## src/rtl/assert_macros.svh

```systemverilog
// ---------------------------------------------------------------------------
// Assertion macros shared by the RTL of the rotating substitution cipher.
// Every macro expects clk and rst_n in scope.
// ---------------------------------------------------------------------------
`ifndef ASSERT_MACROS_SVH
`define ASSERT_MACROS_SVH

// Check a condition at every clock edge outside reset.
`define RSC_ASSERT_ALWAYS(label, expr) \
    label: assert property (@(posedge clk) disable iff (!rst_n) (expr)) \
        else $error("%m: invariant violated");

// Check a same-cycle implication.
`define RSC_ASSERT_IMPLY(label, ante, cons) \
    label: assert property (@(posedge clk) disable iff (!rst_n) (ante) |-> (cons)) \
        else $error("%m: implication violated");

// Check a next-cycle implication.
`define RSC_ASSERT_NEXT(label, ante, cons) \
    label: assert property (@(posedge clk) disable iff (!rst_n) (ante) |=> (cons)) \
        else $error("%m: next-cycle implication violated");

`endif

```

## src/rtl/rsc_pkg.sv

```systemverilog
// ---------------------------------------------------------------------------
// rsc_pkg
// Types, codes and constants for the rotating substitution cipher.
// ---------------------------------------------------------------------------
`default_nettype none

package rsc_pkg;

    localparam int LETTERS  = 26;
    localparam int LETTER_W = 5;
    localparam int CFG_DATA_W = 64;
    localparam int CFG_ADDR_W = 5;
    localparam int KEY_LOW_W  = 60;
    localparam int KEY_HIGH_W = 10;

    localparam logic [7:0] LOWER_A = 8'h61;
    localparam logic [7:0] LOWER_Z = 8'h7a;

    typedef logic [LETTER_W-1:0] letter_t;

    // Commands
    localparam logic [1:0] CMD_ENCRYPT   = 2'd0;
    localparam logic [1:0] CMD_DECRYPT   = 2'd1;
    localparam logic [1:0] CMD_ROT_RESET = 2'd2;

    // Status codes
    localparam logic [1:0] STATUS_OK       = 2'd0;
    localparam logic [1:0] STATUS_BAD_CHAR = 2'd1;
    localparam logic [1:0] STATUS_BAD_KEY  = 2'd2;

    // Register indexes (byte address = 8 * index)
    localparam logic [1:0] REG_KEY_LOW  = 2'd0;
    localparam logic [1:0] REG_KEY_MID  = 2'd1;
    localparam logic [1:0] REG_KEY_HIGH = 2'd2;

    localparam letter_t LAST_LETTER = letter_t'(LETTERS - 1);

    // Key as seen by the datapath: forward table, inverse table, validity.
    typedef struct packed {
        logic                      ok;
        letter_t [LETTERS-1:0]     fwd;
        letter_t [LETTERS-1:0]     inv;
    } key_view_t;

    typedef struct packed {
        logic [7:0] out_char;
        logic [1:0] status;
        letter_t    rot_next;
    } cipher_res_t;

endpackage

`default_nettype wire

```

## src/rtl/rsc_cipher_unit.sv

```systemverilog
// ---------------------------------------------------------------------------
// rsc_cipher_unit
// Single-pass substitution: encrypt, decrypt, rotation reset, error status.
// ---------------------------------------------------------------------------
`default_nettype none

module rsc_cipher_unit
    import rsc_pkg::*;
(
    input  wire logic [1:0]   cmd,
    input  wire logic [7:0]   in_char,
    input  wire letter_t      rot,
    input  wire key_view_t    key,
    output cipher_res_t       res
);

    logic       char_ok;
    letter_t    p;
    logic [5:0] enc_sum;
    letter_t    enc_idx;
    logic [5:0] dec_sum;
    letter_t    dec_letter;

    assign char_ok = (in_char >= LOWER_A) && (in_char <= LOWER_Z);
    assign p       = letter_t'(in_char - LOWER_A);

    // (p - r) mod 26 and (pos + r) mod 26, one conditional subtract each
    assign enc_sum = {1'b0, p} + 6'(LETTERS) - {1'b0, rot};
    assign enc_idx = (enc_sum >= 6'(LETTERS)) ? letter_t'(enc_sum - 6'(LETTERS))
                                              : letter_t'(enc_sum);
    assign dec_sum = {1'b0, key.inv[p]} + {1'b0, rot};
    assign dec_letter = (dec_sum >= 6'(LETTERS)) ? letter_t'(dec_sum - 6'(LETTERS))
                                                 : letter_t'(dec_sum);

    always_comb
    begin
        res.out_char = '0;
        res.status   = STATUS_OK;
        res.rot_next = rot;
        case (cmd)
            CMD_ROT_RESET:
                res.rot_next = '0;
            CMD_ENCRYPT, CMD_DECRYPT:
            begin
                if (!key.ok)
                    res.status = STATUS_BAD_KEY;
                else if (!char_ok)
                    res.status = STATUS_BAD_CHAR;
                else
                begin
                    if (cmd == CMD_ENCRYPT)
                        res.out_char = LOWER_A + {3'b000, key.fwd[enc_idx]};
                    else
                        res.out_char = LOWER_A + {3'b000, dec_letter};
                    res.rot_next = (rot == LAST_LETTER) ? '0 : rot + letter_t'(1);
                end
            end
            default: ;
        endcase
    end

endmodule

`default_nettype wire

```

## config.mk

```make
export PLATFORM = sky130hd
export DESIGN_NAME = rsc_cipher_unit
export DESIGN_NICKNAME = d
export VERILOG_FILES = /design/src/rtl/assert_macros.svh /design/src/rtl/rsc_pkg.sv /design/src/rtl/rsc_cipher_unit.sv
export SDC_FILE = /design/constraint.sdc
export NUM_CORES = 1
export LEC_CHECK = 0
export ABC_CLOCK_PERIOD_IN_PS = 9100
export BUFFER_PORTS_ARGS = -buffer_cell sky130_fd_sc_hd__buf_2
export CAP_MARGIN = 15
export CORE_AREA = 2 2 114 116
export DETAILED_ROUTE_END_ITERATION = 12
export DIE_AREA = 0 0 116 118
export GPL_TIMING_DRIVEN = 0
export PLACE_DENSITY = 0.67
export SKIP_LAST_GASP = 1
export SLEW_MARGIN = 20
export SYNTH_ARGS = -nofsm -noshare
export SYNTH_HDL_FRONTEND = slang
export SYNTH_SLANG_ARGS = --single-unit
```

## constraint.sdc

```tcl
create_clock -name vclk -period 9.1
set_clock_uncertainty 0.2 [all_clocks]
set_input_delay 0.455 -clock vclk [all_inputs]
set_output_delay 0.455 -clock vclk [all_outputs]
set_load 0.05 [all_outputs]
```

==> out/metrics.csv <==
stage,metric,value,unit
outcome,status,"finished, final reports clean",
synth,synthTopCellsByArea,"mux4_2 35%, mux2i_1 7.5%, ha_1 7.1%, nand2_1 3.5%, mux2_2 3.2%",
finish,final_cells,879,
synth,synth_fp_nets,713,
critical_path,cp_cell_sequence,"buf_2, clkbuf_1, clkbuf_1, inv_1, ha_1, xnor2_1, clkbuf_1, inv_1, ha_1, fa_1, buf_2, inv_1, ha_1, clkbuf_1, inv_1, mux2i_1, a2111oi_0, and4bb_4, nor2_1, ha_1, nor4b_2, mux2i_1, buf_2",
global_routing,first_global_vias,4893,
sta,period_minus_slack,8.17,ns
finish,layout_common_cells,"295 x buf_2, 61 x mux4_2, 36 x nand2_1",
finish,seq_area,0,um^2
critical_path,max_stage_delay,0.63,ns
power_and_ir_drop,power-per-cell-area,129,mW/mm^2
job,maxCapViolations,0,
synth,yosys.area.top_type,mux4_2,
finish,nets,1006,
clock_tree,cts_hold_buffers,0,
routing,drc_errors,0,
routing,viasPerCell,5.41,
synth,synth_top_area_share,35.4,%
sta,max_clock_freq,122,MHz
finish,multi_input_area,0.00364,mm^2
clock_tree,postCtsSetupBuffers,0,
clock_tree,cts.repair.resized,0,
synth,ys_seq_area_share,0,%
power_and_ir_drop,ir_drop,0.0578,mV
synth,synthDistinctLibCells,70,
sta,drv_slew,0,
global_routing,grt_start_max_net_pins,11,
floorplanning,die_w,116,um
finish,fillCellCount,1308,
critical_path,start_kind,primary input,
floorplanning,start_util,31.3,%
routing,vias,4751,
global_routing,overflow,0,
power_and_ir_drop,leakagePower,2.61,nW
routing,dr.first_iter.drc_count,228,
floorplanning,fp-row-count,41,
sta,slew_headroom,42.9,%
floorplanning,die_h,118,um
routing,dr.pass1.iters,4,
global_routing,grt_usage,22.4,%
critical_path,worstPathRequired,8.45,ns
critical_path,worstPathMaxFanout,10,
worst_hold_path,hp-class,in2out,
sta,tightest_slew,0.857,ns
sta,finalCritPeriodShare,89.8,%
place,dp.final_hpwl,14600,um
critical_path,cp_slowest_cell,clkbuf_1,
floorplanning,ioPinCount,291,
routing,routedWlPerCell,18.6,um
place,portBuffers,291,
global_routing,grt_pass1_wl,24300,um
synth,syn_area_per_cell,9.41,um^2
synth,syn_inst,413,
finish,drive_above_1_share,55.7,%
global_routing,antenna_found_initial,2,
sta,rsz0062_at_grt,false,
sta,setup_violations,0,
place,placedCellCount,876,
critical_path,criticalPathCategory,in2out,
sta,tns,0,ns
floorplanning,dieArea,0.0137,mm^2
sta,hold_viol,0,
floorplanning,core_area,0.0124,mm^2
synth,ys_warn_count,0,
sta,holdWs,1.05,ns
finish,design.seq.count,0,
finish,final_common_cell,buf_2,
routing,drtAntennaViolNets,0,
routing,wl,16300,um
critical_path,worstPathArrival,7.52,ns
finish,area_growth,43.2,%
worst_hold_path,worstHoldStart,key[260],
critical_path,critPathCaptureType,output pin,
synth,synthesis.area,0.00389,mm^2
finish,clkbuf_count,0,
place,place_congestion,0.843,
critical_path,critPathLaunch,in_char[0],
synthesized netlist by cell type (6+ instances only):
cell type	instances
a21oi_1	13
a31oi_1	6
clkbuf_1	11
ha_1	22
inv_1	20
mux2_2	11
mux2i_1	29
mux4_2	61
nand2_1	36
nand2b_1	7
nand3_1	6
nor2_1	26
nor3_1	13
o21ai_0	17
or3_1	9
xnor2_1	6
cell type report:
| cell class | instances | share of cell area (%) |
|---|---|---|
| multi-input combinational | 364 | 65.4 |
| timing repair buffer | 291 | 26.2 |
| tap | 172 | 3.87 |
| buffer | 29 | 3.13 |
| inverter | 20 | 1.35 |
| antenna | 3 | 0.135 |
power by group:
group          switching, mW  leakage, nW  internal, mW    total (mW)
Combinational          0.390         2.61         0.330         0.720
Clock                      0    0.0000190  0.0000000442  0.0000000442
Sequential                 0            0             0             0
Total                  0.390         2.61         0.330         0.720
stage by stage:
stage	power (mW)	utilization, %	worst slack [ns]	cell area, um^2
after floorplan	0.521	-	1.81	3890
after global placement	0.712	44.8	0.771	5560
after detailed placement	0.718	44.8	0.785	5560
after CTS	0.719	44.8	0.776	5560
after global routing	0.787	44.8	0.118	5560
final	0.720	44.8	0.926	5570
cells by family (layout without fill, tap and decap cells):
kind of cell	count (synthesis)	count (layout)	synth area share, %
other	0	3	0
muxes	102	102	46.6
and+or+nand+nor	131	131	17.9
AOI/OAI and AO/OA	96	96	18.3
buffers and inverters	49	340	6.41
xor gates and xnor gates	11	11	2.67
adders and majority gates	24	24	8.11
critical path, delay by kind of cell:
| family | cells | cell delay, ns |
|---|---|---|
| compound gates | 1 | 0.52 |
| xor+xnor | 1 | 0.31 |
| fa+ha+maj | 5 | 1.76 |
| buf+inv | 11 | 3.23 |
| mux | 2 | 0.44 |
| simple gates | 3 | 0.78 |
path summary, 6_finish.rpt:
check       to  cells after the start
min     res[6]                      3
max    res[11]                     23
metal layers:
metal	track usage [%]	part of all wire (%)	up-vias	routed length, um
met5	0	0	-	0
met4	7.51	3.0	0	496
met3	3.55	7.5	28	1220
met2	44.4	54	219	8860
met1	23.1	35	2224	5760
li1	-	-	2280	-
No activity file was read; power rests on OpenSTA's default activity.
